### src/hdl/priority_bypass_ring_queue_unit_defines.svh
// ----------------------------------------------------------------------------
// priority bypass ring queue assertion macros
// concurrent assertion wrappers used by the queue rtl
// ----------------------------------------------------------------------------
`ifndef PRIORITY_BYPASS_RING_QUEUE_UNIT_DEFINES_SVH
`define PRIORITY_BYPASS_RING_QUEUE_UNIT_DEFINES_SVH

// condition holds at every edge out of reset
`define PBRQ_ASSERT_ALWAYS(label, clk, rst_n, cond, msg) \
	label: assert property (@(posedge clk) disable iff (!rst_n) (cond)) \
		else $error(msg);

// consequent holds in the same cycle as the antecedent
`define PBRQ_ASSERT_IMPL(label, clk, rst_n, ante, cons, msg) \
	label: assert property (@(posedge clk) disable iff (!rst_n) (ante) |-> (cons)) \
		else $error(msg);

// consequent holds in the cycle after the antecedent
`define PBRQ_ASSERT_NEXT(label, clk, rst_n, ante, cons, msg) \
	label: assert property (@(posedge clk) disable iff (!rst_n) (ante) |=> (cons)) \
		else $error(msg);

`endif

### src/hdl/pbrq_pkg.sv
// ----------------------------------------------------------------------------
// pbrq_pkg
// shared types, codes and field layout of the priority bypass ring queue
// ----------------------------------------------------------------------------
`timescale 1ns / 1ps
`default_nettype none

package pbrq_pkg;

	localparam int QUEUE_DEPTH_DEF  = 128;
	localparam int KIND_BITS_DEF    = 4;
	localparam int PAYLOAD_BITS_DEF = 32;

	localparam int REQ_W     = 2;
	localparam int STATUS_W  = 2;
	localparam int KIND_W    = 4;
	localparam int PAYLOAD_W = 32;
	localparam int OCC_W     = 8;

	localparam int S_KIND_LO    = 0;
	localparam int S_PAYLOAD_LO = S_KIND_LO + KIND_W;
	localparam int S_TDATA_W    = ((KIND_W + PAYLOAD_W + 7) / 8) * 8;

	localparam int M_KIND_LO    = 0;
	localparam int M_PAYLOAD_LO = M_KIND_LO + KIND_W;
	localparam int M_OCC_LO     = M_PAYLOAD_LO + PAYLOAD_W;
	localparam int M_USED_W     = M_OCC_LO + OCC_W;
	localparam int M_TDATA_W    = ((M_USED_W + 7) / 8) * 8;

	localparam int CFG_INDEX_W = 2;
	localparam int CFG_DATA_W  = 8;
	localparam int CODE_W      = 4;

	typedef enum logic [REQ_W-1:0] {
		REQ_PUSH = 2'd0,
		REQ_POP  = 2'd1,
		REQ_SHUT = 2'd2
	} req_t;

	typedef enum logic [STATUS_W-1:0] {
		ST_DONE    = 2'd0,
		ST_REFUSED = 2'd1,
		ST_EMPTY   = 2'd2
	} status_t;

	typedef enum logic [CFG_INDEX_W-1:0] {
		REG_CAPACITY  = 2'd0,
		REG_CTL_CODE  = 2'd1,
		REG_MODE_CODE = 2'd2
	} reg_idx_t;

	// per-cycle command broadcast to every cell of the chain
	typedef struct packed {
		logic load;
		logic shift;
		logic drop;
	} pbrq_ctl_t;

endpackage

`default_nettype wire

### src/hdl/pbrq_cell.sv
// ----------------------------------------------------------------------------
// pbrq_cell
// one queue slot; loads a pushed entry or takes the next or head entry on shift
// ----------------------------------------------------------------------------
`timescale 1ns / 1ps
`default_nettype none

module pbrq_cell #(
	parameter int IDX          = 0,
	parameter int CW           = 8,
	parameter int KIND_BITS    = 4,
	parameter int PAYLOAD_BITS = 32
) (
	input  wire                        clk,
	input  pbrq_pkg::pbrq_ctl_t        ctl,
	input  wire  [CW-1:0]              cnt,
	input  wire  [KIND_BITS-1:0]       load_kind,
	input  wire  [PAYLOAD_BITS-1:0]    load_payload,
	input  wire  [KIND_BITS-1:0]       next_kind,
	input  wire  [PAYLOAD_BITS-1:0]    next_payload,
	input  wire  [KIND_BITS-1:0]       feed_kind,
	input  wire  [PAYLOAD_BITS-1:0]    feed_payload,
	output logic [KIND_BITS-1:0]       kind,
	output logic [PAYLOAD_BITS-1:0]    payload
);
	import pbrq_pkg::*;

	localparam logic [CW-1:0] MY_IDX = CW'(IDX);
	localparam logic [CW-1:0] NXT    = CW'(IDX + 1);

	logic [KIND_BITS-1:0]    kind_q;
	logic [PAYLOAD_BITS-1:0] payload_q;
	logic                    take_next;
	logic                    take_feed;

	assign take_next = NXT < cnt;
	assign take_feed = (NXT == cnt) && !ctl.drop;

	always_ff @(posedge clk) begin
		if (ctl.load && (cnt == MY_IDX)) begin
			kind_q    <= load_kind;
			payload_q <= load_payload;
		end else if (ctl.shift) begin
			if (take_next) begin
				kind_q    <= next_kind;
				payload_q <= next_payload;
			end else if (take_feed) begin
				kind_q    <= feed_kind;
				payload_q <= feed_payload;
			end
		end
	end

	assign kind    = kind_q;
	assign payload = payload_q;

endmodule

`default_nettype wire

### config.mk
export PLATFORM = sky130hd
export DESIGN_NAME = pbrq_cell
export DESIGN_NICKNAME = d
export VERILOG_FILES = /design/src/hdl/priority_bypass_ring_queue_unit_defines.svh /design/src/hdl/pbrq_pkg.sv /design/src/hdl/pbrq_cell.sv
export SDC_FILE = /design/constraint.sdc
export NUM_CORES = 1
export LEC_CHECK = 0
export BUFFER_PORTS_ARGS = -buffer_cell sky130_fd_sc_hd__buf_2
export CAP_MARGIN = 25
export CORE_ASPECT_RATIO = 0.9
export CORE_MARGIN = 1.5
export CORE_UTILIZATION = 41
export CTS_BUF_LIST = sky130_fd_sc_hd__clkbuf_4 sky130_fd_sc_hd__clkbuf_8 sky130_fd_sc_hd__clkbuf_16
export CTS_CLUSTER_SIZE = 20
export DETAILED_ROUTE_END_ITERATION = 16
export PLACE_DENSITY = 0.82
export SLEW_MARGIN = 20
export SYNTH_ARGS = -nofsm -noshare
export SYNTH_HDL_FRONTEND = slang
export SYNTH_SLANG_ARGS = --single-unit
export TNS_END_PERCENT = 5
### constraint.sdc
create_clock -name clk -period 3 [get_ports clk]
set_clock_uncertainty 0.1 [all_clocks]
set_input_delay 0.6 -clock clk [delete_from_list [all_inputs] [get_ports clk]]
set_output_delay 0.6 -clock clk [all_outputs]
set_load 0.01 [all_outputs]
=== Word level (Yosys, flattened, before mapping) ===
Index checks and enable logic that the tools add are counted.

* Flip-flop bits (word level): 36
* Bits in latches: 0
* Memory bits (writable): 0
* ROM bits: 0
* Output and inout port bits: 36
* Memories kept: 0

* Add/sub/neg operators: 0
* $mul: 0
* Divide/modulo/power cells: 0
* Magnitude comparators: 1
* Equal/unequal tests: 1
* Shifts and indexed selects: 0
* Mux-type cells: 8
* Bitwise gates (word level): 0
* Reduce and logical (&&, ||, !) cells: 7

{| class="wikitable"
|+ Operators by type and width
! cell !! number
|-
| 32-bit 2-to-1 mux || 4
|-
| 4-bit 2-to-1 mux || 4
|-
| 1-bit by 8-bit == test with 1-bit output, first input constant || 1
|-
| 8-bit logical NOT || 1
|-
| 1-bit by 8-bit < comparator with 1-bit output, first input constant || 1
|-
| 3-bit nonzero test || 1
|-
| 1-bit logical AND || 2
|-
| 2-bit AND reduction || 1
|-
| 2-bit nonzero test || 1
|-
| 1-bit logical NOT || 1
|}

=== Depth between registers and ports, before layout ===
Gate-level depths: netlist (run 1).

* Depth after elaboration: 6
* Depth in mapped cells: 5

=== Worst setup path before layout (run 1) ===
Ideal clock, no wire load.

* Path type: input port to flip-flop
* Start point: input cnt[4]
* End point: register kind_q[0] (netlist: kind[0]), enable pin
* Library setup time: 0.396 ns
* Data arrival time: 2.091 ns
* Data required time: 2.504 ns
* Slack: 0.413 ns
* Stages: 4
* Buffers on the path: 1
* Cell sequence: nor4_2 > and2_1 > buf_6 > a22o_1

* Longest elaborated chain between the ends: 4
* Elaborated cells between the ends (all ways): 8

{| class="wikitable"
|+ Ends and longest elaborated chain
! element !! RTL line !! RTL
|-
| start, declared || pbrq_cell.sv:16 || <nowiki>input wire [CW-1:0] cnt,</nowiki>
|-
| branches (longest 3 deep; another with 1-bit by 8-bit < comparator with 1-bit output) || n/a ||
|-
| 2-bit AND reduction (no source line) (*) || n/a ||
|-
| end signal, assigned || pbrq_cell.sv:41 || <nowiki>kind_q <= load_kind;</nowiki>
|-
| end signal, assigned || pbrq_cell.sv:45 || <nowiki>kind_q <= next_kind;</nowiki>
|-
| end signal, assigned || pbrq_cell.sv:48 || <nowiki>kind_q <= feed_kind;</nowiki>
|-
| end, declared || pbrq_cell.sv:31 || <nowiki>logic [KIND_BITS-1:0] kind_q;</nowiki>
|}

Mark *: on every way between the ends.
A chain may end at the register's enable or synchronous reset.

=== Worst setup path after layout (run 1) ===
* Start point: input cnt[4]
* End point: register payload_q[15] (netlist: payload[15]), enable pin

* Longest elaborated chain between the ends: 4
* Elaborated cells between the ends (all ways): 8

{| class="wikitable"
|+ Ends and longest elaborated chain
! element !! RTL line !! RTL
|-
| branches (longest 3 deep; another with 1-bit by 8-bit < comparator with 1-bit output) || n/a ||
|-
| 2-bit AND reduction (no source line) (*) || n/a ||
|-
| end signal, assigned || pbrq_cell.sv:42 || <nowiki>payload_q <= load_payload;</nowiki>
|-
| end signal, assigned || pbrq_cell.sv:46 || <nowiki>payload_q <= next_payload;</nowiki>
|-
| end signal, assigned || pbrq_cell.sv:49 || <nowiki>payload_q <= feed_payload;</nowiki>
|-
| end, declared || pbrq_cell.sv:32 || <nowiki>logic [PAYLOAD_BITS-1:0] payload_q;</nowiki>
|}

Marks and branches as above.

==> metrics.csv, run 1 <==
stage,metric,value,unit
grt,grt_max_degree,38,
clock_tree,cts_buffers,5,
place,dp_hpwl,3910,µm
worst_setup_path,critical_path_required,2.82,ns
routing,drtAntennaViolNets,0,
floorplanning,fp.dieW,79.8,µm
routing,drtPass1Iterations,4,
grt,grt_pass1_vias,1924,
synthesis,synth_cell_types,16,
sta,period_share,75.9,%
place,placed_cells,376,
clock_tree,cts_root_buf,clkbuf_8,
floorplanning,die-area,0.00576,mm²
synthesis,synth.cell_area,0.00218,mm²
power,ir_worst_vdd,0.000186,V
sta,finalSetupTns,0,ns
synthesis,syn_nets,287,
worst_setup_path,crit_start,cnt[4],
sta,rsz0062_at_grt,no,
cells_and_area,fillers,449,
synthesis,ys_seq_area_share,49.6,%
worst_setup_path,endpoint,payload[15],
routing,drcViolationCount,0,
worst_setup_path,criticalPathCategory,input port to flop,
floorplanning,die_h,72.2,µm
clock_tree,h-tree-depth,2,
worst_setup_path,crit_path_end_kind,flop,
power,power.density,400,mW/mm²
grt,grt.total_usage,18.0,%
clock_tree,post_cts_resized,0,
cells_and_area,n_antenna_cell,0,
cells_and_area,num-nets-final,438,
sta,setup_ws,0.722,ns
sta,hold_viol,0,
floorplanning,rows,24,
sta,slew_headroom,43.5,%
place,dp_slack,0.412,ns
worst_setup_path,crit_arrival,2.10,ns
clock_tree,hold_buffers,0,
sta,maxSlewViolCount,0,
floorplanning,core,0.00498,mm²
clock_tree,clock-sinks,36,
routing,drt-initial-drc-count,76,
sta,timing_worst_slew_pin_value,0.848,ns
floorplanning,start_util,43.7,%
power,leakage,0.00132,µW
routing,vias_per_cell,4.95,
worst_setup_path,cp-start-kind,input port,
cells_and_area,final_layout_size_suffix_gt1_share,66.8,%
power,p_sw,297,µW
grt,grt_pass1_wl,8040,µm
grt,overflow,0,
power,pwr-share-clk,27.9,%
sta,fmax,439,MHz
synthesis,ys_seq_elements,36,
clock_tree,clk_pin_slew,0.06,ns
routing,dr_total_vias,1900,
cells_and_area,layout.cells.non_filler,384,
status,status,"complete, no violations",
clock_tree,post-cts-setup-buffers,0,
sta,period_needed,2.28,ns
power,swShare,24.7,%
cells_and_area,area_growth,38.3,%
sta,setup_violations,0,
power,power_frac_seq,50.7,%
routing,wire_per_inst,13.6,µm
place,place.gp.congestion,0.651,
synthesis,yosysWarnings,0,
routing,wirelength,5240,µm
power,internal-power,907,µW
sta,hold-worst-slack,0.528,ns
worst_setup_path,critPathMaxFanout,37,
place,port_buffers,155,
power,pwr-share-comb,21.4,%
run,maxCapViolCount,0,
min_path,hold_class,input port to flop,
clock_tree,ctsLongestPathBuffers,2,
clock_tree,cts_tree,done,
grt,antenna_found_initial,0,
synthesis,syn_area_per_cell,13.0,µm²
floorplanning,io_pins,156,
synthesis,syn-instance-count,167,
## cell usage after synthesis, drive strengths merged
cell type,number,area [µm²]
nand2b,1,6.26
nand3,1,5.00
nor3,1,5.00
mux2i,36,360
nor2b,1,8.76
edfxtp,36,1080
a22o,1,8.76
a21oi,72,514
buf,16,170
nor4,1,12.5
and2,1,6.26
## worst min path at each step
stage                        endpoint              from  cells after the start  slack [ns]
after floorplan               kind[0]      next_kind[0]                      2        0.71
after detailed placement  payload[30]  next_payload[30]                      3        0.81
after CTS                 payload[30]  next_payload[30]                      3        0.52
after global placement    payload[10]  next_payload[10]                      3        0.81
after global routing      payload[29]  next_payload[29]                      3        0.52
final                     payload[18]  next_payload[18]                      3        0.53
## cells in the final DEF, fill, tap and decap left out, drive strengths merged
cell type,instances
buf,160
a21oi,72
mux2i,36
edfxtp,36
clkbuf,7
nor4,1
nor3,1
and2,1
nor2b,1
nand2b,1
nand3,1
a22o,1
clkinv,1
## kinds of logic (layout without fill, tap and decap cells)
family	Yosys count	after routing	synth area share, %
flops	36	36	49.6
mux	36	36	16.5
simple gates	6	6	2.01
compound gates	73	73	24.0
buf+inv	16	168	7.81
## state kept, by name, summed over array words and instances (netlist names)
signal   count
payload     32
kind         4
## worst max-delay path, stage by stage
cell and delay [ns]:
buf_2 0.11, nor4_4 0.28, buf_4 0.44, nand3_1 0.12, a22o_2 0.53
## through the flow
step	instance area (µm²)	power, µW	util, %
6_report	3010	1200	60.4
5_1_grt	3010	1260	60.4
4_1_cts	3010	1220	60.4
3_5_place_dp	2920	882	58.7
3_3_place_gp	2920	873	58.7
2_1_floorplan	2180	753	-
## power by group through the flow
stage          clock [µW]  sequential (µW)  combinational (µW)
2_1_floorplan           0              646                 107
3_3_place_gp            0              619                 254
3_5_place_dp            0              621                 261
4_1_cts               349              611                 261
5_1_grt               369              614                 281
6_report              336              610                 258
## area by class of cell
| class | count | area, µm² | share of cell area, % |
|---|---|---|---|
| tap | 65 | 81.3 | 2.70 |
| timing repair buffer | 160 | 813 | 27.0 |
| sequential | 36 | 1080 | 35.9 |
| clock buffer | 7 | 83.8 | 2.78 |
| clock inverter | 1 | 3.75 | 0.125 |
| multi-input combinational | 115 | 948 | 31.5 |
## layer usage
metal  share of wire (%)  GRT usage (%)  up-vias
met3                 9.0           4.53        2
met2                  54           36.7       97
met4                0.73           5.17        0
met1                  36           17.5      859
li1                    -              -      942
met5                   0              0        -
(Power assumes the default switching activity.)
==> run 2, diff against run 1 <==
--- a/config.mk
+++ b/config.mk
@@ -9,11 +9,11 @@
 export CAP_MARGIN = 25
 export CORE_ASPECT_RATIO = 0.9
 export CORE_MARGIN = 1.5
-export CORE_UTILIZATION = 41
+export CORE_UTILIZATION = 37
 export CTS_BUF_LIST = sky130_fd_sc_hd__clkbuf_4 sky130_fd_sc_hd__clkbuf_8 sky130_fd_sc_hd__clkbuf_16
 export CTS_CLUSTER_SIZE = 20
 export DETAILED_ROUTE_END_ITERATION = 16
-export PLACE_DENSITY = 0.82
+export PLACE_DENSITY = 0.78
 export SLEW_MARGIN = 20
 export SYNTH_ARGS = -nofsm -noshare
 export SYNTH_HDL_FRONTEND = slang
==> constraint.sdc (replaced) <==
create_clock -name clk -period 2 [get_ports clk]
set_clock_uncertainty 0.1 [all_clocks]
set_input_delay 0.4 -clock clk [delete_from_list [all_inputs] [get_ports clk]]
set_output_delay 0.4 -clock clk [all_outputs]
set_load 0.01 [all_outputs]
==> metrics.csv, run 2 (synthesized netlist as in run 1, its figures left out) <==
stage,metric,value,unit,change
floorplanning,rows,26,,was 24
sta,period_needed,1.55,ns,
clock_tree,cts_root_buf,clkbuf_8,,unchanged
grt,grt.busiest_layer,met2,,unchanged
clock_tree,hold_buffers,0,,unchanged
routing,drtAntennaViolNets,0,,unchanged
grt,grt_pass1_vias,1940,,"was 1,924"
sta,setup_violations,0,,unchanged
worst_setup_path,critPathMaxFanout,17,,was 37
floorplanning,fp.dieW,83.9,µm,was 79.8 µm
sta,period_share,77.4,%,
clock_tree,clock-sinks,36,,unchanged
cells_and_area,multi_input_area,956,µm²,was 948 µm²
sta,slew_headroom,68.4,%,was 43.5%
status,status,"complete, no violations",,unchanged
place,port_buffers,155,,unchanged
min_path,hold_class,input port to flop,,unchanged
clock_tree,cts_buffers,5,,unchanged
sta,finalSetupTns,0,ns,unchanged
sta,timing_worst_slew_pin_value,0.475,ns,was 0.848 ns
clock_tree,h-tree-depth,2,,unchanged
cells_and_area,final_layout_size_suffix_gt1_share,67.4,%,was 66.8%
grt,grt.total_usage,18.4,%,was 18.0%
run,maxCapViolCount,0,,unchanged
sta,hold_viol,0,,unchanged
worst_setup_path,criticalPathCategory,input port to flop,,unchanged
grt,grtUsageMet3,3.90,%,was 4.53%
cells_and_area,largest_register_ffs,32,,unchanged
sta,fmax,646,MHz,
grt,use_met2,35.7,%,was 36.7%
floorplanning,start_util,38.3,%,was 43.7%
routing,drcViolationCount,0,,unchanged
floorplanning,die_h,75.8,µm,was 72.2 µm
cells_and_area,final_util,54.4,%,was 60.4%
floorplanning,io_pins,156,,unchanged
grt,grt_pass1_wl,8860,µm,was 8040 µm
cells_and_area,num-nets-final,442,,was 438
worst_setup_path,critical_path_required,1.92,ns,was 2.82 ns
floorplanning,core,0.00569,mm²,was 0.00498 mm²
routing,dr_total_vias,1944,,"was 1,900"
routing,drt-initial-drc-count,69,,was 76
clock_tree,post-cts-setup-buffers,0,,unchanged
routing,vias_per_cell,4.96,,was 4.95
power,power.density,586,mW/mm²,was 400 mW/mm²
power,ir_worst_vdd,0.000236,V,was 0.000186 V
worst_setup_path,cp-start-kind,input port,,unchanged
sta,maxSlewViolCount,0,,unchanged
cells_and_area,most-common-layout-cells,"buf_2 (155), a21oi_2 (41), mux2i_1 (36), edfxtp_1 (36), a21oi_1 (31)",,unchanged
clock_tree,cts_tree,done,,unchanged
cells_and_area,fillers,519,,was 449
worst_setup_path,crit_arrival,1.47,ns,was 2.10 ns
routing,drtPass1Iterations,4,,unchanged
floorplanning,die-area,0.00636,mm²,was 0.00576 mm²
place,dp_hpwl,4560,µm,was 3910 µm
clock_tree,ctsLongestPathBuffers,2,,unchanged
routing,wire_per_inst,14.8,µm,was 13.6 µm
place,place.gp.congestion,0.745,,was 0.651
grt,antenna_found_initial,0,,unchanged
clock_tree,clk_pin_slew,0.07,ns,was 0.06 ns
grt,grt_max_degree,37,,was 38
clock_tree,post_cts_resized,0,,unchanged
cells_and_area,area_growth,42.3,%,was 38.3%
routing,wirelength,5810,µm,was 5240 µm
grt,met1_usage,20.2,%,was 17.5%
grt,overflow,0,,unchanged
sta,rsz0062_at_grt,no,,unchanged
cells_and_area,layout_commonest_cell,buf_2,,unchanged
cells_and_area,n_antenna_cell,0,,unchanged
worst_setup_path,crit_path_end_kind,flop,,unchanged
power,leakage,0.00136,µW,was 0.00132 µW
cells_and_area,seqCellArea,0.00108,mm²,unchanged
[run 2: cell count changes in the layout (fill, tap and decap cells not counted)]
cell,previous run,this run
a22o_2,1,0
a22o_4,0,1
buf_12,0,4
clkbuf_4,2,1
clkinv_1,1,0
clkinv_2,0,1
[run 2: report_power, final]
part	internal (µW)	leakage [µW]	total, µW	switching (µW)
registers	901	0.000352	916	15.1
clock network	250	0.0000445	490	239
logic	205	0.000960	412	206
[run 2: cell type report]
class | count | area share (%)
Clock buffer | 6 | 2.46
Timing Repair Buffer | 164 | 28.8
Tap cell | 70 | 2.83
Multi-Input combinational cell | 115 | 30.8
Sequential cell | 36 | 34.9
Clock inverter | 1 | 0.161
[run 2: worst paths after layout]
path     endpoint             start  depth (start not counted)
min   payload[18]  next_payload[18]                          3
max    payload[2]            cnt[4]                          5
[run 2: through the flow]
stage	setup WS, ns	power, µW	hold WS (ns)	instances	cell area (µm²)
global route	0.366	1900	0.326	392	3100
detailed placement	0.138	1350	0.611	385	3020
floorplan	0.221	1130	0.508	167	2190
CTS	0.448	1840	0.316	392	3100
global placement	0.202	1340	0.607	385	3020
finish	0.453	1820	0.322	392	3100
[run 2: critical path, stage by stage]
cell and delay [ns]:
buf_2 0.11, nor4_4 0.29, and2_2 0.25, buf_4 0.29
a21oi_1 0.11
[run 2: layer usage]
layer / share of wire (%) / up-vias
met5: 0 / -
met4: 1.5 / 0
met3: 7.8 / 7
met2: 52 / 99
met1: 38 / 889
li1: - / 949
